`config.mk`:
```
export PLATFORM = sky130hd
export DESIGN_NAME = modbus_slave_frame_receiver
export DESIGN_NICKNAME = d
export VERILOG_FILES = /design/src/rtl/core/mbsfr_pkg.sv /design/src/rtl/core/modbus_slave_frame_receiver.sv /design/src/rtl/core/mbsfr_ram.sv
export SDC_FILE = /design/constraint.sdc
export NUM_CORES = 2
export LEC_CHECK = 0
export BUFFER_PORTS_ARGS = -buffer_cell sky130_fd_sc_hd__clkbuf_2
export CORE_UTILIZATION = 55
export CTS_CLUSTER_SIZE = 8
export DETAILED_ROUTE_END_ITERATION = 10
export GPL_TIMING_DRIVEN = 0
export PLACE_DENSITY = 0.73
export SKIP_CTS_REPAIR_TIMING = 1
export SYNTH_ARGS = -nofsm -noshare
export SYNTH_HDL_FRONTEND = slang
export SYNTH_HIERARCHICAL = 1
export SYNTH_SLANG_ARGS = --single-unit
```
`constraint.sdc`:
```
create_clock -name clock -period 4.45 [get_ports clock]
set_clock_uncertainty 0.2 [all_clocks]
set_input_delay 0.6675 -clock clock [delete_from_list [all_inputs] [get_ports clock]]
set_output_delay 0.6675 -clock clock [all_outputs]
set_load 0.02 [all_outputs]
```
`src/rtl/core/mbsfr_pkg.sv`:
```
// Shared types and constants of the slave frame receiver.
// No dependencies; imported by the receiver and its checker.
package mbsfr_pkg;

   localparam int unsigned OP_W         = 2;
   localparam int unsigned BYTE_W       = 8;
   localparam int unsigned FRAME_LEN_W  = 9;
   localparam int unsigned CMD_LEN_W    = 9;
   localparam int unsigned STATUS_W     = 3;
   localparam int unsigned CSR_INDEX_W  = 2;
   localparam int unsigned CSR_DATA_W   = 9;

   // Request operations.
   localparam logic [OP_W-1:0] OP_RX_BYTE = 2'd0;
   localparam logic [OP_W-1:0] OP_RELEASE = 2'd1;
   localparam logic [OP_W-1:0] OP_READ    = 2'd2;

   // Configuration register indexes.
   localparam logic [CSR_INDEX_W-1:0] CSR_SLAVE_ADDRESS  = 2'd0;
   localparam logic [CSR_INDEX_W-1:0] CSR_COMMAND_LENGTH = 2'd1;

   // Frame layout constants.
   localparam logic [BYTE_W-1:0] FC_WRITE_MULTIPLE = 8'h10;
   localparam int unsigned       FC_POS            = 1;
   localparam int unsigned       BYTE_COUNT_POS    = 6;
   localparam int unsigned       MULTI_OVERHEAD    = 9;

   typedef enum logic [STATUS_W-1:0] {
      ST_IGNORED  = 3'd0,
      ST_STORED   = 3'd1,
      ST_COMPLETE = 3'd2,
      ST_DROPPED  = 3'd3,
      ST_RELEASED = 3'd4,
      ST_READ     = 3'd5
   } status_type;

   typedef struct packed {
      status_type             status;
      logic                   frame_ready;
      logic [FRAME_LEN_W-1:0] frame_length;
      logic                   read_hit;
   } stage_type;

endpackage

```
`src/rtl/core/modbus_slave_frame_receiver.sv`:
```
// Slave frame receiver top level: framing control, buffer and result path.
// Depends on mbsfr_pkg and mbsfr_ram.
//
// Usage:
//   req_* carries one transaction per item: a received serial byte, a release
//   of the held frame, or a read of one frame buffer byte. rsp_* returns one
//   result transaction per request: status, frame_ready, frame_length and
//   read_data (zero unless a read hits the buffer).
//   csr_* writes slave_address (index 0) and command_length (index 1); it is
//   always ready and is meant to be used only while no request is in flight.
//   The framing update, the stage register and the buffer read data all load
//   at the accepting edge, and the output register then presents the result
//   on rsp_valid. Throughput is one transaction per cycle while rsp_ready is
//   held high. When the receiver stalls rsp_ready, the output register holds
//   its result, the stage register holds the next one, and req_ready drops
//   only once both are full.
//   Reset clears the framing state (hunting, count zero, no frame held) and
//   sets slave_address to 1 and command_length to 8. Buffer contents are not
//   cleared; only bytes written since reset may be read back.
module modbus_slave_frame_receiver
   import mbsfr_pkg::*;
#(
   parameter int unsigned BUFFER_DEPTH = 256
) (
   input  logic                   clock,
   input  logic                   reset,
   // request channel
   input  logic                   req_valid,
   output logic                   req_ready,
   input  logic [OP_W-1:0]        req_operation,
   input  logic [BYTE_W-1:0]      req_rx_byte,
   input  logic [BYTE_W-1:0]      req_read_index,
   // result channel
   output logic                   rsp_valid,
   input  logic                   rsp_ready,
   output logic [STATUS_W-1:0]    rsp_status,
   output logic                   rsp_frame_ready,
   output logic [FRAME_LEN_W-1:0] rsp_frame_length,
   output logic [BYTE_W-1:0]      rsp_read_data,
   // configuration channel
   input  logic                   csr_valid,
   output logic                   csr_ready,
   input  logic [CSR_INDEX_W-1:0] csr_index,
   input  logic [CSR_DATA_W-1:0]  csr_wdata
);

   localparam int unsigned AW   = $clog2(BUFFER_DEPTH);
   localparam int unsigned CW   = $clog2(BUFFER_DEPTH + 1);
   localparam int unsigned CMPW = (CW > CMD_LEN_W) ? CW : CMD_LEN_W;

   // Configuration registers.
   logic [BYTE_W-1:0]    slave_address_ff,  slave_address_in;
   logic [CMD_LEN_W-1:0] command_length_ff, command_length_in;

   // Framing state.
   logic              in_frame_ff,   in_frame_in;
   logic [CW-1:0]     byte_count_ff, byte_count_in;
   logic              ready_lock_ff, ready_lock_in;
   // Shadow copies of buffer bytes the completion check needs.
   logic [BYTE_W-1:0] func_code_ff,  func_code_in;
   logic [BYTE_W-1:0] multi_count_ff, multi_count_in;

   // Stage and output registers.
   logic              stage_valid_ff, stage_valid_in;
   stage_type         stage_ff,       stage_in;
   logic              out_valid_ff,   out_valid_in;
   stage_type         out_ff,         out_in;
   logic [BYTE_W-1:0] out_data_ff,    out_data_in;

   // Buffer access.
   logic              wr_en;
   logic [AW-1:0]     wr_addr;
   logic              rd_en;
   logic [BYTE_W-1:0] rd_data;

   logic              req_fire;
   logic              stage_move;
   logic [CW-1:0]     count_inc;
   logic [BYTE_W-1:0] func_code_cur;
   logic [BYTE_W-1:0] multi_count_cur;
   logic              frame_done;
   logic              read_in_range;
   status_type        status_cur;

   // Advance the stage into the output register when the output is free.
   assign stage_move = stage_valid_ff && (!out_valid_ff || rsp_ready);
   assign req_ready  = !stage_valid_ff || stage_move;
   assign req_fire   = req_valid && req_ready;
   assign csr_ready  = 1'b1;

   // Completion check; bypass the byte being written at the shadowed places.
   assign count_inc       = byte_count_ff + CW'(1);
   assign func_code_cur   = (byte_count_ff == CW'(FC_POS)) ? req_rx_byte : func_code_ff;
   assign multi_count_cur = (byte_count_ff == CW'(BYTE_COUNT_POS)) ?
                            req_rx_byte : multi_count_ff;

   always_comb begin
      if (func_code_cur != FC_WRITE_MULTIPLE) begin
         frame_done = CMPW'(count_inc) >= CMPW'(command_length_ff);
      end else begin
         frame_done = CMPW'(count_inc) ==
                      CMPW'(multi_count_cur) + CMPW'(MULTI_OVERHEAD);
      end
   end

   assign read_in_range = CMPW'(req_read_index) < CMPW'(BUFFER_DEPTH);
   assign rd_en         = req_fire && (req_operation == OP_READ) && read_in_range;

   // Framing update for the transaction at the request port.
   always_comb begin
      in_frame_in    = in_frame_ff;
      byte_count_in  = byte_count_ff;
      ready_lock_in  = ready_lock_ff;
      func_code_in   = func_code_ff;
      multi_count_in = multi_count_ff;
      wr_en          = 1'b0;
      wr_addr        = AW'(byte_count_ff);
      status_cur     = ST_IGNORED;
      unique case (req_operation)
         OP_RX_BYTE: begin
            priority if (ready_lock_ff) begin
               status_cur = ST_IGNORED;
            end else if (!in_frame_ff) begin
               if (req_rx_byte == slave_address_ff) begin
                  wr_en         = 1'b1;
                  wr_addr       = '0;
                  byte_count_in = CW'(1);
                  in_frame_in   = 1'b1;
                  status_cur    = ST_STORED;
               end
            end else if (CMPW'(byte_count_ff) >= CMPW'(BUFFER_DEPTH)) begin
               // Drop on full buffer and stay in the frame.
               status_cur = ST_DROPPED;
            end else begin
               wr_en          = 1'b1;
               byte_count_in  = count_inc;
               func_code_in   = func_code_cur;
               multi_count_in = multi_count_cur;
               if (frame_done) begin
                  ready_lock_in = 1'b1;
                  in_frame_in   = 1'b0;
                  status_cur    = ST_COMPLETE;
               end else begin
                  status_cur = ST_STORED;
               end
            end
         end
         OP_RELEASE: begin
            ready_lock_in = 1'b0;
            status_cur    = ST_RELEASED;
         end
         OP_READ: begin
            status_cur = ST_READ;
         end
         default: begin
            status_cur = ST_IGNORED;
         end
      endcase
   end

   // Configuration writes; unknown indexes change nothing.
   always_comb begin
      slave_address_in  = slave_address_ff;
      command_length_in = command_length_ff;
      if (csr_valid) begin
         unique case (csr_index)
            CSR_SLAVE_ADDRESS:  slave_address_in  = csr_wdata[BYTE_W-1:0];
            CSR_COMMAND_LENGTH: command_length_in = csr_wdata[CMD_LEN_W-1:0];
            default: ;
         endcase
      end
   end

   // Stage and output register loading.
   always_comb begin
      stage_valid_in        = stage_valid_ff;
      stage_in              = stage_ff;
      out_valid_in          = out_valid_ff;
      out_in                = out_ff;
      out_data_in           = out_data_ff;
      if (out_valid_ff && rsp_ready) begin
         out_valid_in = 1'b0;
      end
      if (stage_move) begin
         out_valid_in   = 1'b1;
         out_in         = stage_ff;
         out_data_in    = stage_ff.read_hit ? rd_data : '0;
         stage_valid_in = 1'b0;
      end
      if (req_fire) begin
         stage_valid_in        = 1'b1;
         stage_in.status       = status_cur;
         stage_in.frame_ready  = ready_lock_in;
         stage_in.frame_length = FRAME_LEN_W'(byte_count_in);
         stage_in.read_hit     = rd_en;
      end
   end

   always_ff @(posedge clock) begin
      if (reset) begin
         slave_address_ff  <= BYTE_W'(1);
         command_length_ff <= CMD_LEN_W'(8);
         in_frame_ff       <= 1'b0;
         byte_count_ff     <= '0;
         ready_lock_ff     <= 1'b0;
         func_code_ff      <= '0;
         multi_count_ff    <= '0;
         stage_valid_ff    <= 1'b0;
         out_valid_ff      <= 1'b0;
      end else begin
         slave_address_ff  <= slave_address_in;
         command_length_ff <= command_length_in;
         stage_valid_ff    <= stage_valid_in;
         out_valid_ff      <= out_valid_in;
         if (req_fire) begin
            in_frame_ff    <= in_frame_in;
            byte_count_ff  <= byte_count_in;
            ready_lock_ff  <= ready_lock_in;
            func_code_ff   <= func_code_in;
            multi_count_ff <= multi_count_in;
         end
      end
   end

   // Payload registers: no reset needed.
   always_ff @(posedge clock) begin
      stage_ff    <= stage_in;
      out_ff      <= out_in;
      out_data_ff <= out_data_in;
   end

   mbsfr_ram #(
      .DATA_W (BYTE_W),
      .DEPTH  (BUFFER_DEPTH)
   ) u_frame_buffer (
      .clock   (clock),
      .wr_en   (req_fire && wr_en),
      .wr_addr (wr_addr),
      .wr_data (req_rx_byte),
      .rd_en   (rd_en),
      .rd_addr (AW'(req_read_index)),
      .rd_data (rd_data)
   );

   assign rsp_valid        = out_valid_ff;
   assign rsp_status       = out_ff.status;
   assign rsp_frame_ready  = out_ff.frame_ready;
   assign rsp_frame_length = out_ff.frame_length;
   assign rsp_read_data    = out_data_ff;

endmodule

```
`src/rtl/core/mbsfr_ram.sv`:
```
// Generic single-write, single-read RAM with registered read data.
// No dependencies; holds the frame buffer of the receiver.
module mbsfr_ram #(
   parameter int unsigned DATA_W = 8,
   parameter int unsigned DEPTH  = 256
) (
   input  logic                     clock,
   input  logic                     wr_en,
   input  logic [$clog2(DEPTH)-1:0] wr_addr,
   input  logic [DATA_W-1:0]        wr_data,
   input  logic                     rd_en,
   input  logic [$clog2(DEPTH)-1:0] rd_addr,
   output logic [DATA_W-1:0]        rd_data
);

   logic [DATA_W-1:0] mem_ff [DEPTH];
   logic [DATA_W-1:0] rd_data_ff;

   always_ff @(posedge clock) begin
      if (wr_en) begin
         mem_ff[wr_addr] <= wr_data;
      end
      if (rd_en) begin
         rd_data_ff <= mem_ff[rd_addr];
      end
   end

   assign rd_data = rd_data_ff;

endmodule

```
## Yosys cells after proc, flatten, opt, wreduce, memory -nomap -nowiden

Memories as Yosys holds them, arrays and structs flattened. A register that Yosys moved wholly into a read port is not among the register bits.
Cells that the tools add are included.

| word-level totals | value |
|---|---|
| register bits | 81 |
| bits in latches | 0 |
| bits in writable memories | 2048 |
| bits in read-only memories | 0 |
| input bits | 34 |
| output and inout port bits | 24 |
| memories kept | 1 |

| operators by class | value |
|---|---|
| add/subtract/negate cells | 2 |
| $mul | 0 |
| div/mod/pow operators | 0 |
| magnitude comparators | 2 |
| eq/ne operators | 8 |
| shift-type cells | 0 |
| muxes and demuxes | 37 |
| bitwise operators | 2 |
| reductions and logical operators | 17 |

Memories:

| memory | words | bits a word | rd ports | clocked after Yosys merged registers in | write ports | RTL line | source |
|---|---|---|---|---|---|---|---|
| u_frame_buffer.mem_ff | 256 | 8 | 1 | 1 | 1 | mbsfr_ram.sv:16 | `logic [DATA_W-1:0] mem_ff [DEPTH];` |

Operators by type and width:

| cell | number |
|---|---|
| two-way mux 8 bit | 6 |
| two-way mux 9 bit | 5 |
| two-way mux 1 bit | 20 |
| adder 8 x 4 -> 9 bit (second input constant) | 1 |
| adder 9 x 1 -> 9 bit (second input constant) | 1 |
| == test 9 x 1 -> 1 bit (second input constant) | 1 |
| == test 9 x 3 -> 1 bit (second input constant) | 1 |
| == test 9 bit | 1 |
| >= comparator 9 bit | 1 |
| >= comparator 9 bit (second input constant) | 1 |
| case mux 3 bit (3 select lines) | 1 |
| == test 8 bit | 1 |
| inequality test 8 x 5 -> 1 bit (second input constant) | 1 |
| two-way mux 3 bit | 2 |
| logical AND 1 bit | 5 |
| AND reduction 5 bit | 1 |
| == test 2 x 1 -> 1 bit (second input constant) | 2 |
| zero test 2 bit | 2 |
| two-way mux 2 bit | 2 |
| AND reduction 2 bit | 2 |
| nonzero test 2 bit | 2 |
| AND reduction 3 bit | 1 |
| == test 2 bit (second input constant) | 1 |
| zero test 1 bit | 2 |
| other kinds (3) | 5 |

## Longest topological paths before layout

| depth | value |
|---|---|
| depth in word-level cells | 10 |
| mapped depth | 16 |

## By module

Netlist, hierarchy kept.

Modules (own cells, without submodules):

| module | instances | cells each | area each (um2) |
|---|---|---|---|
| mbsfr_ram | 1 | 3733 | 79636.4 |
| modbus_slave_frame_receiver | 1 | 434 | 4262.8 |

## Worst setup path before layout

OpenSTA, ideal clock, no wires.

| timing path | value |
|---|---|
| kind | input port to flip-flop |
| start point | input port req_operation[1] |
| end point | memory u_frame_buffer.mem_ff[115][0] (enable) |
| data arrival time | 3.389 ns |
| data required time | 3.880 ns |
| setup slack | 0.491 ns |
| stages on the path | 11 |
| path buffers | 3 |
| path through | inv_1 ha_1 nand2b_1 clkbuf_1 nor4_1 nor2b_1 clkbuf_1 nor2_1 nand4_1 clkbuf_1 nor2_1 |

| on the way | value |
|---|---|
| elaborated cells on any way between the ends | 6 |
| classes of those cells | mux: 4; reduce/logical: 2 |

RTL lines:

| element | RTL line | source |
|---|---|---|
| start: declaration | modbus_slave_frame_receiver.sv:30 | `input logic [OP_W-1:0] req_operation,` |
| zero test 2 bit | modbus_slave_frame_receiver.sv:119 | `unique case (req_operation)` |
| two-way mux 8 bit | modbus_slave_frame_receiver.sv:119 |  |
| named net wr_addr[2] | modbus_slave_frame_receiver.sv:72 | `logic [AW-1:0] wr_addr;` |
| end: declaration | mbsfr_ram.sv:16 |  |

The timed path passes the listed nets, and every way through them passes these cells.

==> flow_summary.json <==
{
  "outcome": "complete, but fails checks",
  "violations": "capacitance limit, slew limit, setup timing",
  "core_um2": 151000,
  "yosys.area_share.adder_pct": 0.254,
  "root_buffer": "clkbuf_16",
  "fin_crit_sh_pct": 107,
  "path_depth": 8,
  "yosys.area_share.simple_pct": 3.39,
  "n_fill_cell": 9856,
  "cts_tree": "done",
  "relSlewSlack_pct": -10.7,
  "r2r_slack_ns": -0.04,
  "cts_sinks": 2137,
  "timing.rr.end": "u_frame_buffer/mem_ff[21][2]$_DFFE_PP_",
  "swShare_pct": 20.9,
  "synthCells": 4167,
  "r2r-start": "ready_lock_ff$_SDFFE_PP0P_",
  "insertion_delay_ns": 0.91,
  "crit_path_max_fanout": 10,
  "hold_viol": 0,
  "met3_usage_pct": 10.3,
  "power_density_nw_per_um2": 464,
  "die_x_um": 393,
  "critPathKind": "input port to flip-flop",
  "min_to": "byte_count_ff[3]$_SDFFE_PP0P_",
  "clk_path_buf_depth": 4,
  "busiest_layer": "met2",
  "min_delay_path_depth": 4,
  "grt_pass1_wl_um": 344000,
  "finalCriticalPeriod_ns": 4.78,
  "timing.final.ws_setup_ns": -0.333,
  "synth_compound_area_share_pct": 3.81,
  "seqPwrFrac_pct": 49.3,
  "grt_pass1_vias": 46000,
  "cp-startpoint": "req_read_index[2]",
  "yosysSeqAreaShare_pct": 75.9,
  "yosysMostFrequentCell": "edfxtp_1",
  "hold_class": "input port to flip-flop",
  "place.gp.congestion": 0.983,
  "power.leakage_nw": 30.5,
  "cts.reportedPaths.clkPinSlew_ns": 0.05,
  "synthArstFlopShare_pct": 0,
  "antenna_found_initial": 12,
  "die_area_um2": 154000,
  "crit_arrival_ns": 5.17,
  "p_clk_share_pct": 45.8,
  "critPathSlowestCell": "nor4_1",
  "syn_to_final_growth_pct": 15.5,
  "fin_util_pct": 64.3,
  "drtIter0Drc": 7727,
  "final_cell_area_um2": 96900,
  "timing.fmax_mhz": 209,
  "grt_max_degree": 158,
  "maxCapViolCount": 4,
  "dr.pass1.iters": 6,
  "cp-start-kind": "input port",
  "post-place-cells": 6256,
  "cpPeakStageDelay_ns": 1.21,
  "hpwlAfterDp_um": 159000,
  "netlist_area_um2": 83900,
  "ys_warn_count": 6,
  "synth_area_leaders": "edfxtp_1, mux4_2, mux2i_1, nor2_1, a22oi_1",
  "num_vias": 47000,
  "synth.distinct_cells": 76,
  "finalSetupViolCount": 561,
  "multi_input_area_um2": 19500,
  "p_switching_mw": 9.39,
  "whs_ns": 0.0234,
  "cp.required_ns": 4.84,
  "viasPerCell": 7.06,
  "grt_overflow": 0,
  "p_int_mw": 35.6,
  "routed_wl_um": 249000,
  "drive_above_1_share_pct": 26.7,
  "synthMuxAreaShare_pct": 14.3,
  "syn_area_per_cell_um2": 20.1,
  "synthXorXnorAreaFrac_pct": 0.325,
  "dieHeight_um": 393,
  "gr-usage-met1_pct": 43.5,
  "slew_viol_final": 23,
  "timing.critical_path.mode_cell": "nor4_1",
  "tightest_slew_ns": 1.66,
  "track_usage_pct": 32.7,
  "h-tree-depth": 5,
  "endpoint_kind": "flip-flop",
  "placed_area_um2": 87200,
  "cp_num_buf_inv": 3,
  "r2r_cells": 8,
  "rows": 142,
  "crit_family": "simple AND/OR/NAND/NOR gates",
  "peakVddDrop_mv": 0.341,
  "combPwrFrac_pct": 5.0,
  "synth_fp_nets": 4218,
  "drcViolationCount": 0,
  "layout.nets": 4658,
  "rsz0062_at_grt": "true",
  "synth_largest_area_cell": "edfxtp_1",
  "synth_top_family_by_area": "multiplexers",
  "grt_util_met2_pct": 48.3,
  "min_from": "reset",
  "start_util_pct": 55.7,
  "synthTopCellsByCount": "edfxtp_1, mux4_2, nor2_1",
  "final_cells": 6656,
  "numPortBuffers": 54,
  "cts_buffers": 317,
  "synth_top_area_share_pct": 74.8,
  "synthFlopType": "edfxtp_1",
  "routedWlPerCell_um": 37.5,
  "regArea_um2": 63700,
  "ant_nets": 0,
  "crit_chain": "clkbuf_2 -> buf_2 -> buf_1 -> nand2_1 -> o22ai_1 -> nor3_1 -> nor4_1 -> nor4_1",
  "yosys_register_bits": 2137,
  "ioPinCount": 58,
  "synth-edff-count": 2091
}
-- power groups by stage --
| stage | clock, mW | sequential, mW | combinational [mW] |
|---|---|---|---|
| global route | 21.5 | 22.2 | 2.24 |
| detailed placement | 0 | 22.5 | 2.12 |
| finish | 20.6 | 22.2 | 2.23 |
| CTS | 20.7 | 22.2 | 2.14 |
| floorplan | 0 | 22.6 | 1.02 |
| global placement | 0 | 22.7 | 2.04 |
-- cells in the final DEF, fill, tap and decap left out, drive strengths merged, types with 6 or more instances in the layout --
cell         instances
a211oi              19
a21oi              113
a221oi              15
a22o                11
a22oi              136
and2                14
and3                 8
buf                190
clkbuf             515
dfxtp               46
dlygate4sd3         15
edfxtp            2091
ha                  17
inv                 29
mux2i              170
mux4               456
nand2               61
nand2b              13
nand3               42
nand3b               6
nand4               14
nor2               342
nor2b               41
nor3                29
nor4                33
o211ai              12
o21ai               26
o221ai              47
o22ai               29
xnor2               19
xor2                 7
-- sequential cells by signal (all words and copies together) (netlist names), 9 cells and up --
signal / cells
u_frame_buffer/mem_ff: 2048
stage_ff: 14
byte_count_ff: 9
command_length_ff: 9
rsp_frame_length: 9
-- through the flow --
| step | power, mW | setup slack [ns] | TNS, ns |
|---|---|---|---|
| 2_1_floorplan | 23.6 | 0.491 | 0 |
| 3_3_place_gp | 24.7 | -6.07 | - |
| 3_5_place_dp | 24.7 | -2.88 | -4435.54 |
| 4_1_cts | 45.0 | -1.94 | -2511.73 |
| 5_1_grt | 45.9 | -0.196 | -47.97 |
| 6_report | 45.0 | -0.333 | -35.23 |
-- cell type report --
cell class	count	area share, %
diodes	1	0.00258
plain buffers	252	1.64
clock buffers	346	8.45
clock inverters	5	0.0452
inverters	25	0.0968
multi-input cells	1750	20.1
flip-flops and latches	2137	65.7
well taps	2016	2.60
repair buffers	124	1.28
-- metal layers --
layer  up-vias  share of wire (%)
li1      18000                  -
met1     24300                 34
met2      3974                 45
met3       755                 15
met4        12                6.1
met5         -              0.028
-- worst min-delay path: stages --
cell,delay [ns]
clkbuf_2,0.11
inv_1,0.15
o21ai_0,0.11
a21oi_1,0.04
-- kinds of logic (layout without fill, tap and decap cells) --
kind of cell | count (synthesis) | after routing
compound gates | 454 | 454
xor+xnor | 28 | 28
fa+ha+maj | 17 | 17
buf+inv | 280 | 752
flops | 2137 | 2137
mux | 629 | 629
other cells | 1 | 2
simple gates | 621 | 621
-- how the worst max path moves through the flow --
stage,end
6_report,u_frame_buffer/rd_data[1]$_DFFE_PP_
5_1_grt,u_frame_buffer/mem_ff[23][0]$_DFFE_PP_
3_5_place_dp,u_frame_buffer/mem_ff[140][1]$_DFFE_PP_
4_1_cts,u_frame_buffer/mem_ff[140][4]$_DFFE_PP_
3_3_place_gp,u_frame_buffer/mem_ff[140][1]$_DFFE_PP_
2_1_floorplan,u_frame_buffer/mem_ff[115][0]$_DFFE_PP_
No activity file was read; power rests on OpenSTA's default activity.
